$ cat src/rtl/uled_pkg.sv
// ----------------------------------------------------------------------------
// uled_pkg
// Shared constants and types for the line editor with echo.
// ----------------------------------------------------------------------------
package uled_pkg;

    localparam int LINE_SIZE = 64;

    // control characters
    localparam logic [7:0] CH_CTRL_C = 8'h03;
    localparam logic [7:0] CH_BS     = 8'h08;
    localparam logic [7:0] CH_CR     = 8'h0D;
    localparam logic [7:0] CH_SPACE  = 8'h20;
    localparam logic [7:0] CH_DEL    = 8'h7F;

    // steps of the erase echo
    localparam logic [1:0] ERASE_BS1   = 2'd0;
    localparam logic [1:0] ERASE_SPACE = 2'd1;
    localparam logic [1:0] ERASE_BS2   = 2'd2;

    typedef struct packed {
        logic [7:0] last_char;
        logic [1:0] erase_phase;
        logic       erase_stop;
    } t_edit_state;

    typedef struct packed {
        logic       tx_valid;
        logic [7:0] tx_byte;
        logic       store_valid;
        logic [5:0] store_index;
        logic [7:0] store_byte;
        logic       line_end;
        logic       line_cancel;
        logic       line_wrap;
    } t_result;

endpackage

$ cat src/rtl/uled_if.sv
// ----------------------------------------------------------------------------
// uled_if
// Valid/ready channels for input items and result items.
// ----------------------------------------------------------------------------
interface uled_in_if;
    logic       valid;
    logic       ready;
    logic       action;
    logic [7:0] rx_byte;

    modport source (output valid, output action, output rx_byte, input ready);
    modport sink   (input valid, input action, input rx_byte, output ready);
endinterface

interface uled_out_if;
    logic       valid;
    logic       ready;
    logic       tx_valid;
    logic [7:0] tx_byte;
    logic       store_valid;
    logic [5:0] store_index;
    logic [7:0] store_byte;
    logic       line_end;
    logic       line_cancel;
    logic       line_wrap;

    modport source (
        output valid, output tx_valid, output tx_byte, output store_valid,
        output store_index, output store_byte, output line_end,
        output line_cancel, output line_wrap, input ready
    );
    modport sink (
        input valid, input tx_valid, input tx_byte, input store_valid,
        input store_index, input store_byte, input line_end,
        input line_cancel, input line_wrap, output ready
    );
endinterface

$ cat src/rtl/uled_step.sv
// ----------------------------------------------------------------------------
// uled_step
// Next position, next editor state and result for one item.
// ----------------------------------------------------------------------------
module uled_step #(
    parameter int LINE_SIZE = uled_pkg::LINE_SIZE,
    localparam int PW = $clog2(LINE_SIZE)
) (
    input  logic                  i_action,
    input  logic [7:0]            i_rx_byte,
    input  logic [PW-1:0]         i_pos,
    input  uled_pkg::t_edit_state i_state,
    output logic [PW-1:0]         o_pos,
    output uled_pkg::t_edit_state o_state,
    output uled_pkg::t_result     o_result
);

    localparam logic [PW-1:0] LAST = PW'(LINE_SIZE - 1);
    localparam int PWX = (PW > 6) ? PW : 6;

    logic [PW-1:0]  slot;
    logic [PWX-1:0] slot_x;
    logic [7:0]     lc;

    assign slot_x = PWX'(slot);

    always_comb begin
        o_pos    = i_pos;
        o_state  = i_state;
        o_result = '0;
        slot     = i_pos;
        lc       = i_state.last_char;
        if (!i_action) begin
            o_state.last_char    = i_rx_byte;
            o_result.store_valid = 1'b1;
            o_result.store_byte  = i_rx_byte;
            if (i_pos != LAST) begin
                case (i_rx_byte)
                    uled_pkg::CH_BS: begin
                        o_result.store_byte = '0;
                        if (i_pos != '0) begin
                            o_pos              = i_pos - PW'(1);
                            o_state.erase_stop = 1'b0;
                        end
                    end
                    uled_pkg::CH_CR: begin
                        o_pos             = '0;
                        o_result.line_end = 1'b1;
                    end
                    uled_pkg::CH_CTRL_C: begin
                        slot                 = '0;
                        o_pos                = '0;
                        o_result.line_cancel = 1'b1;
                    end
                    default: begin
                        o_pos = i_pos + PW'(1);
                    end
                endcase
            end else begin
                // full store: last slot takes the byte, position wraps
                o_pos              = '0;
                o_result.line_wrap = 1'b1;
            end
        end else begin
            if (i_state.last_char == uled_pkg::CH_BS && !i_state.erase_stop) begin
                case (i_state.erase_phase)
                    uled_pkg::ERASE_BS1: begin
                        o_result.tx_valid   = 1'b1;
                        o_result.tx_byte    = uled_pkg::CH_BS;
                        o_state.erase_phase = uled_pkg::ERASE_SPACE;
                    end
                    uled_pkg::ERASE_SPACE: begin
                        o_result.tx_valid   = 1'b1;
                        o_result.tx_byte    = uled_pkg::CH_SPACE;
                        o_state.erase_phase = uled_pkg::ERASE_BS2;
                    end
                    uled_pkg::ERASE_BS2: begin
                        o_result.tx_valid   = 1'b1;
                        o_result.tx_byte    = uled_pkg::CH_BS;
                        o_state.erase_phase = uled_pkg::ERASE_BS1;
                        o_state.last_char   = '0;
                        lc                  = '0;
                        if (i_pos == '0) begin
                            o_state.erase_stop = 1'b1;
                        end
                    end
                    default: begin
                        o_result.tx_valid = 1'b0;
                    end
                endcase
            end
            // printable echo
            if (lc >= uled_pkg::CH_SPACE && lc < uled_pkg::CH_DEL) begin
                o_result.tx_valid = 1'b1;
                o_result.tx_byte  = lc;
                o_state.last_char = '0;
            end
        end
        if (o_result.store_valid) begin
            o_result.store_index = slot_x[5:0];
        end
    end

endmodule

$ cat src/rtl/uart_line_editor_echo_unit.sv
// ----------------------------------------------------------------------------
// uart_line_editor_echo_unit
// Line editor for a UART: reports line store writes and produces echo bytes.
// ----------------------------------------------------------------------------
//
//  channel  | dir | beat contents
//  ---------+-----+-----------------------------------------------------------
//  i_in     | in  | action (0 = received byte, 1 = tx ready tick), rx_byte
//  o_out    | out | tx_valid, tx_byte, store_valid/index/byte, line flags
//
//  one item per cycle sustained while o_out is not stalled; an input beat reaches the result beat
//  through the input register and then the result register, with the single editor step between
//  reset clears the position, echo state and both valid flags
//  a stalled result holds in the result register while one more item waits
//  in the input register; input ready drops only when both are occupied
//
module uart_line_editor_echo_unit #(
    parameter int LINE_SIZE = uled_pkg::LINE_SIZE
) (
    input  logic        i_clk,
    input  logic        i_rst_n,
    uled_in_if.sink     i_in,
    uled_out_if.source  o_out
);

    localparam int PW = $clog2(LINE_SIZE);
    localparam logic [PW-1:0] LAST = PW'(LINE_SIZE - 1);

    // input register
    logic       r_s1_valid;
    logic       r_s1_action;
    logic [7:0] r_s1_rx_byte;

    // editor state
    logic [PW-1:0]         r_pos;
    uled_pkg::t_edit_state r_state;

    // result register
    logic              r_out_valid;
    uled_pkg::t_result r_out;

    logic [PW-1:0]         n_pos;
    uled_pkg::t_edit_state n_state;
    uled_pkg::t_result     n_result;

    logic s1_adv;
    logic in_ready;

    // the input register moves on whenever the result register is free or drains
    assign s1_adv   = !r_out_valid || o_out.ready;
    assign in_ready = !r_s1_valid || s1_adv;
    assign i_in.ready = in_ready;

    always_ff @(posedge i_clk) begin
        if (!i_rst_n) begin
            r_s1_valid <= 1'b0;
        end else if (in_ready) begin
            r_s1_valid <= i_in.valid;
        end
    end

    always_ff @(posedge i_clk) begin
        if (in_ready && i_in.valid) begin
            r_s1_action  <= i_in.action;
            r_s1_rx_byte <= i_in.rx_byte;
        end
    end

    uled_step #(
        .LINE_SIZE (LINE_SIZE)
    ) u_step (
        .i_action  (r_s1_action),
        .i_rx_byte (r_s1_rx_byte),
        .i_pos     (r_pos),
        .i_state   (r_state),
        .o_pos     (n_pos),
        .o_state   (n_state),
        .o_result  (n_result)
    );

    // state commits as the item leaves the input register
    always_ff @(posedge i_clk) begin
        if (!i_rst_n) begin
            r_pos   <= '0;
            r_state <= '0;
        end else if (s1_adv && r_s1_valid) begin
            r_pos   <= n_pos;
            r_state <= n_state;
        end
    end

    always_ff @(posedge i_clk) begin
        if (!i_rst_n) begin
            r_out_valid <= 1'b0;
        end else if (s1_adv) begin
            r_out_valid <= r_s1_valid;
        end
    end

    always_ff @(posedge i_clk) begin
        if (s1_adv && r_s1_valid) begin
            r_out <= n_result;
        end
    end

    assign o_out.valid       = r_out_valid;
    assign o_out.tx_valid    = r_out.tx_valid;
    assign o_out.tx_byte     = r_out.tx_byte;
    assign o_out.store_valid = r_out.store_valid;
    assign o_out.store_index = r_out.store_index;
    assign o_out.store_byte  = r_out.store_byte;
    assign o_out.line_end    = r_out.line_end;
    assign o_out.line_cancel = r_out.line_cancel;
    assign o_out.line_wrap   = r_out.line_wrap;

    // position stays inside the line store
    a_pos_range: assert property (@(posedge i_clk) disable iff (!i_rst_n)
        r_pos <= LAST)
        else $error("write position beyond last slot");

    // erase echo only has three steps
    a_phase_range: assert property (@(posedge i_clk) disable iff (!i_rst_n)
        r_state.erase_phase != 2'd3)
        else $error("erase phase out of range");

    // a received byte always yields a store write result
    a_byte_store: assert property (@(posedge i_clk) disable iff (!i_rst_n)
        (s1_adv && r_s1_valid && !r_s1_action) |=> (r_out_valid && r_out.store_valid))
        else $error("received byte without store write");

    // a result never carries both an echo and a store write
    a_one_kind: assert property (@(posedge i_clk) disable iff (!i_rst_n)
        r_out_valid |-> !(r_out.tx_valid && r_out.store_valid))
        else $error("echo and store write in one result");

endmodule
$ cat src/flat_wrapper.sv
// flat-port wrapper written by rule: the top's interface ports become plain ports
module uart_line_editor_echo_unit_flat 
#(
    parameter int LINE_SIZE = uled_pkg::LINE_SIZE
)
  (i_clk, i_rst_n, i_in_valid, i_in_action, i_in_rx_byte, i_in_ready, o_out_valid, o_out_tx_valid, o_out_tx_byte, o_out_store_valid, o_out_store_index, o_out_store_byte, o_out_line_end, o_out_line_cancel, o_out_line_wrap, o_out_ready);
  uled_in_if i_in_i ();
  uled_out_if o_out_i ();
  input  logic i_clk;
  input  logic i_rst_n;
  input wire logic [$bits(i_in_i.valid)-1:0] i_in_valid;
  input wire logic [$bits(i_in_i.action)-1:0] i_in_action;
  input wire logic [$bits(i_in_i.rx_byte)-1:0] i_in_rx_byte;
  output wire logic [$bits(i_in_i.ready)-1:0] i_in_ready;
  output wire logic [$bits(o_out_i.valid)-1:0] o_out_valid;
  output wire logic [$bits(o_out_i.tx_valid)-1:0] o_out_tx_valid;
  output wire logic [$bits(o_out_i.tx_byte)-1:0] o_out_tx_byte;
  output wire logic [$bits(o_out_i.store_valid)-1:0] o_out_store_valid;
  output wire logic [$bits(o_out_i.store_index)-1:0] o_out_store_index;
  output wire logic [$bits(o_out_i.store_byte)-1:0] o_out_store_byte;
  output wire logic [$bits(o_out_i.line_end)-1:0] o_out_line_end;
  output wire logic [$bits(o_out_i.line_cancel)-1:0] o_out_line_cancel;
  output wire logic [$bits(o_out_i.line_wrap)-1:0] o_out_line_wrap;
  input wire logic [$bits(o_out_i.ready)-1:0] o_out_ready;
  assign i_in_i.valid = i_in_valid;
  assign i_in_i.action = i_in_action;
  assign i_in_i.rx_byte = i_in_rx_byte;
  assign i_in_ready = i_in_i.ready;
  assign o_out_valid = o_out_i.valid;
  assign o_out_tx_valid = o_out_i.tx_valid;
  assign o_out_tx_byte = o_out_i.tx_byte;
  assign o_out_store_valid = o_out_i.store_valid;
  assign o_out_store_index = o_out_i.store_index;
  assign o_out_store_byte = o_out_i.store_byte;
  assign o_out_line_end = o_out_i.line_end;
  assign o_out_line_cancel = o_out_i.line_cancel;
  assign o_out_line_wrap = o_out_i.line_wrap;
  assign o_out_i.ready = o_out_ready;
  uart_line_editor_echo_unit #(.LINE_SIZE(LINE_SIZE)) u_core (.i_clk(i_clk), .i_rst_n(i_rst_n), .i_in(i_in_i), .o_out(o_out_i));
endmodule
$ cat config.mk
export PLATFORM = sky130hd
export DESIGN_NAME = uart_line_editor_echo_unit_flat
export DESIGN_NICKNAME = d
export VERILOG_FILES = /design/src/rtl/uled_pkg.sv /design/src/rtl/uled_if.sv /design/src/rtl/uled_step.sv /design/src/rtl/uart_line_editor_echo_unit.sv /design/src/flat_wrapper.sv
export SDC_FILE = /design/constraint.sdc
export NUM_CORES = 1
export LEC_CHECK = 0
export ABC_AREA = 0
export BUFFER_PORTS_ARGS = -buffer_cell sky130_fd_sc_hd__buf_2
export CELL_PAD_IN_SITES_DETAIL_PLACEMENT = 2
export CELL_PAD_IN_SITES_GLOBAL_PLACEMENT = 2
export CORE_UTILIZATION = 36
export CTS_CLUSTER_DIAMETER = 100
export DETAILED_ROUTE_END_ITERATION = 8
export HOLD_SLACK_MARGIN = 0.12
export PLACE_DENSITY = 0.8
export SLEW_MARGIN = 20
export SYNTH_ARGS = -nofsm -noshare
export SYNTH_HDL_FRONTEND = slang
export SYNTH_SLANG_ARGS = --single-unit
$ cat constraint.sdc
create_clock -name i_clk -period 2.9 [get_ports i_clk]
set_input_delay 0.145 -clock i_clk [delete_from_list [all_inputs] [get_ports i_clk]]
set_output_delay 0.145 -clock i_clk [all_outputs]
set_load 0.01 [all_outputs]
Word-level counts from Yosys, hierarchy flattened --
Cells that the tools add are included. Widths: inputs -> output; s select.
Cells by class: add/sub/neg operators 2, equality and inequality tests 12, multiplexer cells 28, shifts and indexed selects 0, reduce and logical (&&, ||, !) cells 24, multipliers 0, magnitude comparators 2, divide/modulo/power cells 0, bitwise gates (word level) 2
Operators with widths (count):
- $mux 8 | 6
- $eq 8x4->1 const B | 3
- $mux 6 | 4
- $pmux 6 s2 | 2
- $mux 9 | 2
- $mux 1 | 11
- $mux 11 | 1
- $mux 10 | 1
- $eq 8x2->1 const B | 1
- $ge 8x6->1 const B | 1
- $lt 8x7->1 const B | 1
- $reduce_and 7->1 | 1
- $add 6x1->6 const B | 1
- $logic_not 6->1 | 1
- $ne 2x2->1 const B | 3
- $ne 3x3->1 const B | 2
- $ne 6x6->1 const B | 1
- $pmux 2 s3 | 1
- $reduce_bool 2->1 | 3
- $reduce_bool 6->1 | 1
- $reduce_or 2->1 | 3
- $sub 6x1->6 const B | 1
- $logic_and 1x1->1 | 4
- $reduce_and 4->1 | 1
- other kinds (10) | 14
Word-level totals: register bits after elaboration 55, word-level logic and storage cells 86, bits in writable memories 0, bits in latches 0, memory bits (read-only) 0, memories 0

Longest topological paths before layout --
word-level depth 8, gate-level depth with buffers 9, gate-level depth less buffers 9

Modules after synthesis --
A second synthesis with hierarchy kept.
Second synthesis, totals: cells, all modules 255, area total of the unflattened synthesis 2766.4 um^2
By module, submodules not included:
- uart_line_editor_echo_unit | area each 1853.0 um^2, instances 1, cells an instance 119, sequential area each 1461.4 um^2
- uled_step | area each 913.4 um^2, instances 1, cells an instance 136, sequential area each 0.0 um^2

Worst setup path before layout --
OpenSTA, ideal clock, no wires.
path type register -> register, start point reg u_core.r_s1_rx_byte[4], end point reg u_core.r_pos[5], period minus slack after synthesis 2.591 ns, required time 2.776 ns, stages on the path, launching flop included 10, arrival 2.467 ns, setup time 0.124 ns, buffers on the path 0, slack 0.309 ns, cells stage by stage edfxtp_1 -> or4_4 -> or4_4 -> clkinv_4 -> ha_1 -> a211oi_1 -> o21ai_0 -> a21oi_1 -> nand4b_1 -> o211ai_2
On the way: cells in the longest elaborated chain, start to end 4
RTL lines:
- start: declaration | RTL line uart_line_editor_echo_unit.sv:32 | logic [7:0] r_s1_rx_byte;
- start signal: assignment | RTL line uart_line_editor_echo_unit.sv:65 | r_s1_rx_byte <= i_in.rx_byte;
- $eq 8x4->1 or $eq 8x2->1 (tied branches) | RTL line uled_step.sv:38 | case (i_rx_byte)
- $reduce_or 2->1 (no source line)
- $pmux 6 s2 | RTL line uled_step.sv:38
- $mux 6 | RTL line uled_step.sv:37 | if (i_pos != LAST) begin
- end signal: assignment | RTL line uart_line_editor_echo_unit.sv:87 | r_pos <= n_pos;
- end: declaration | RTL line uart_line_editor_echo_unit.sv:35 | logic [PW-1:0] r_pos;
Several ways; a longest one is shown, not always the timed one. A chain may end at the register's enable or synchronous reset.

Worst setup path after layout --
Ends and elaborated chain as after synthesis.

==> reports/results.txt <==
DIE HEIGHT - 85.1 µm
VDD IR max - 0.185 mV
Tmin final - 2.87 ns
Synth Warn # - 0
Core area - 6490 µm²
Synth top area share - 0.435
Peak Freq - 349 MHz
Arrival time at the worst endpoint - 3.07 ns
Total power - 0.00144 W
Fin area - 3000 µm²
Final Worst Setup Slack - 0.0314 ns
Largest net degree at the start of global routing - 30
CTS tree - done
Dpl hpwl - 4370 µm
Top-Level Pins - 42
Critical path endpoint category - flop
GR Util met3 - 0.0272
Initial drt markers - 74
Fin crit share - 0.989
DRC - 0
WP data required - 3.10 ns
Slew headroom - 0.541
Clock tree buffer depth - 2
Final nets - 292
Worst slew pin tran - 0.683 ns
Worst min-delay path class - input port to flop
Final Core Density - 0.463
Top FF cell, synth - edfxtp_1
WHS - 0.181 ns
DIE WIDTH - 85.1 µm
Leakage - 1.25 nW
Synth Register Bits - 55
Pre-antenna DRT Iters - 4
Row count - 29
Critical hold path startpoint - o_out_ready
Synth-to-layout area growth - 20.8%
Critical R2R Launch - u_core.r_s1_rx_byte[4]$_DFFE_PP_
DR vias/cell - 5.36
Met1 Track Usage GR - 0.232
Seq/Total Area, Yosys - 0.588
Top cells by area, synth - edfxtp_1 43%, dfxtp_1 15%, ha_1 4.5%
Max Transition Viols Final - 0
GRT busiest layer - met2
CP startpoint kind - flop
GRT overflow - 0
ANT cells - 0
Htree depth - 2
Crit Path Max Fanout - 9
Post-Syn Area per Cell - 11.8 µm²
Status - finished, final reports clean
Pwr/cell area - 480 nW/µm²
Mapped Area - 2490 µm²
Post-DRT Antenna Nets - 0
Async SR Flop Fraction - 0
Met2 usage - 0.320
CTS Buf Count - 5
Post-Syn Instances - 210
Initial antenna violation count - 0
Placed cell areas - 2800 µm²
Layout cell share with drive strength beyond 1 - 0.233
Final wirelength - 6230 µm
Crit path from - u_core.r_s1_rx_byte[4]$_DFFE_PP_
CTS root buf - clkbuf_8
Synth unique cells - 44
Vias - 1,860
Post-synth top area cell - edfxtp_1
First-pass GRT wire length - 10,100 µm
Max-Cap Viols - 0
Buffers on Ports - 41
Die area - 7240 µm²
Skew final - 0.00862 ns
WS Path Type - flop to flop
CTS clk-pin slew, worst paths - 0.10 ns
Final Hold Vio Count - 0
Initial Util - 0.383
Number of global-route vias before repair - 1,953
Total global-route track usage - 0.183
CTS Sinks - 55
Drt wl/cell - 18.0 µm
Clk Latency, worst-skew pair - 0.31 ns
Setup WS pre-CTS - 0.0807 ns
Final Setup Violations - 0
Net Count, Synth - 233
Post-synth EDFFs - 36
GP Congestion - 0.798
-- cell families after synthesis --
kind of cell	share of synthesized area
DFF	0.588
buffers and inverters	0.0186
adders and majority gates	0.0533
AOI/OAI and AO/OA	0.144
and+or+nand+nor	0.176
other	0.00151
xor gates and xnor gates	0.0106
muxes	0.00805
-- synth_stat cells, types with 3 or more instances --
cell / instances
o21ai_0: 8
nor3_1: 4
nor2b_1: 15
ha_1: 9
and3_1: 7
a22oi_1: 4
nand4_1: 3
a21o_1: 8
edfxtp_1: 36
inv_1: 6
clkbuf_1: 4
nand3_1: 4
nand2_1: 17
dfxtp_1: 19
a21oi_1: 6
nor2_1: 13
a21boi_0: 7
a211oi_1: 4
a21boi_1: 3
-- path summary, 6_finish.rpt --
kind                                      to  slack, ns  cells after the start
max             u_core.r_pos[5]$_SDFFE_PN0P_       0.03                      9
min          u_core.o_out.valid$_SDFFE_PN0P_       0.18                      3
max reg2reg     u_core.r_pos[5]$_SDFFE_PN0P_       0.03                      9
min reg2reg   u_core.r_state[0]$_SDFFE_PN0P_       0.49                      2
-- per-stage QoR --
stage	setup TNS, ns	instances
detailed placement	0	328
finish	0	347
CTS	0	346
global route	-0.0476	347
floorplan	0	210
global placement	0	328
-- report_power, final --
part           internal (W)  leakage [nW]  switching [W]
Clock              0.000169        0.0418       0.000261
Combinational     0.0000522         0.714      0.0000708
Sequential         0.000867         0.495      0.0000210
Total               0.00109          1.25       0.000353
-- worst max-delay path, cell delays in order, from the launching register on --
cell	delay (ns)
edfxtp_1	0.44
or4_4	0.58
or4_4	0.54
clkinv_4	0.11
ha_1	0.27
a211oi_2	0.25
o21ai_1	0.11
a21oi_1	0.21
nand4b_1	0.16
o211ai_2	0.09
-- flip-flops by register name, summed over array words and instances (netlist names), 6 cells and up --
signal and cells:
u_core.r_state 11, u_core.o_out.store_byte 8, u_core.o_out.tx_byte 8, u_core.r_s1_rx_byte 8, u_core.o_out.store_index 6, u_core.r_pos 6
-- cells in the final DEF, fill, tap and decap left out, types with 6 or more instances in the layout --
cell type | synthesis | final
a21boi_0 | 7 | 7
a21o_1 | 8 | 8
a21oi_1 | 6 | 6
and3_1 | 7 | 7
buf_2 | 0 | 41
dfxtp_1 | 19 | 19
dlygate4sd3_1 | 0 | 10
edfxtp_1 | 36 | 36
ha_1 | 9 | 9
inv_1 | 6 | 6
nand2_1 | 17 | 17
nor2_1 | 13 | 13
nor2b_1 | 15 | 15
o21ai_0 | 8 | 7
-- per-layer routing --
metal / vias to the layer above / wire length (µm) / part of all wire
met4: 0 / 93 / 0.015
met2: 51 / 3010 / 0.48
li1: 889 / - / -
met3: 8 / 256 / 0.041
met5: - / 0 / 0
met1: 912 / 2870 / 0.46
-- repair_timing --
item	CTS	global route
buffers inserted	0	1
endpoints found under the setup margin	0	1
hold buffers	10	0
resized for setup	0	2
endpoints found under the hold margin	10	0
-- final cells by class --
| class | count | area [µm²] |
|---|---|---|
| fillers | 681 | 3490 |
| flip-flops and latches | 55 | 1460 |
| multi-input cells | 144 | 983 |
| repair buffers | 56 | 343 |
| well taps | 77 | 96.3 |
| clock buffers | 5 | 68.8 |
| inverters | 7 | 31.3 |
| clock inverters | 3 | 20.0 |
No activity file was read; power rests on OpenSTA's default activity.
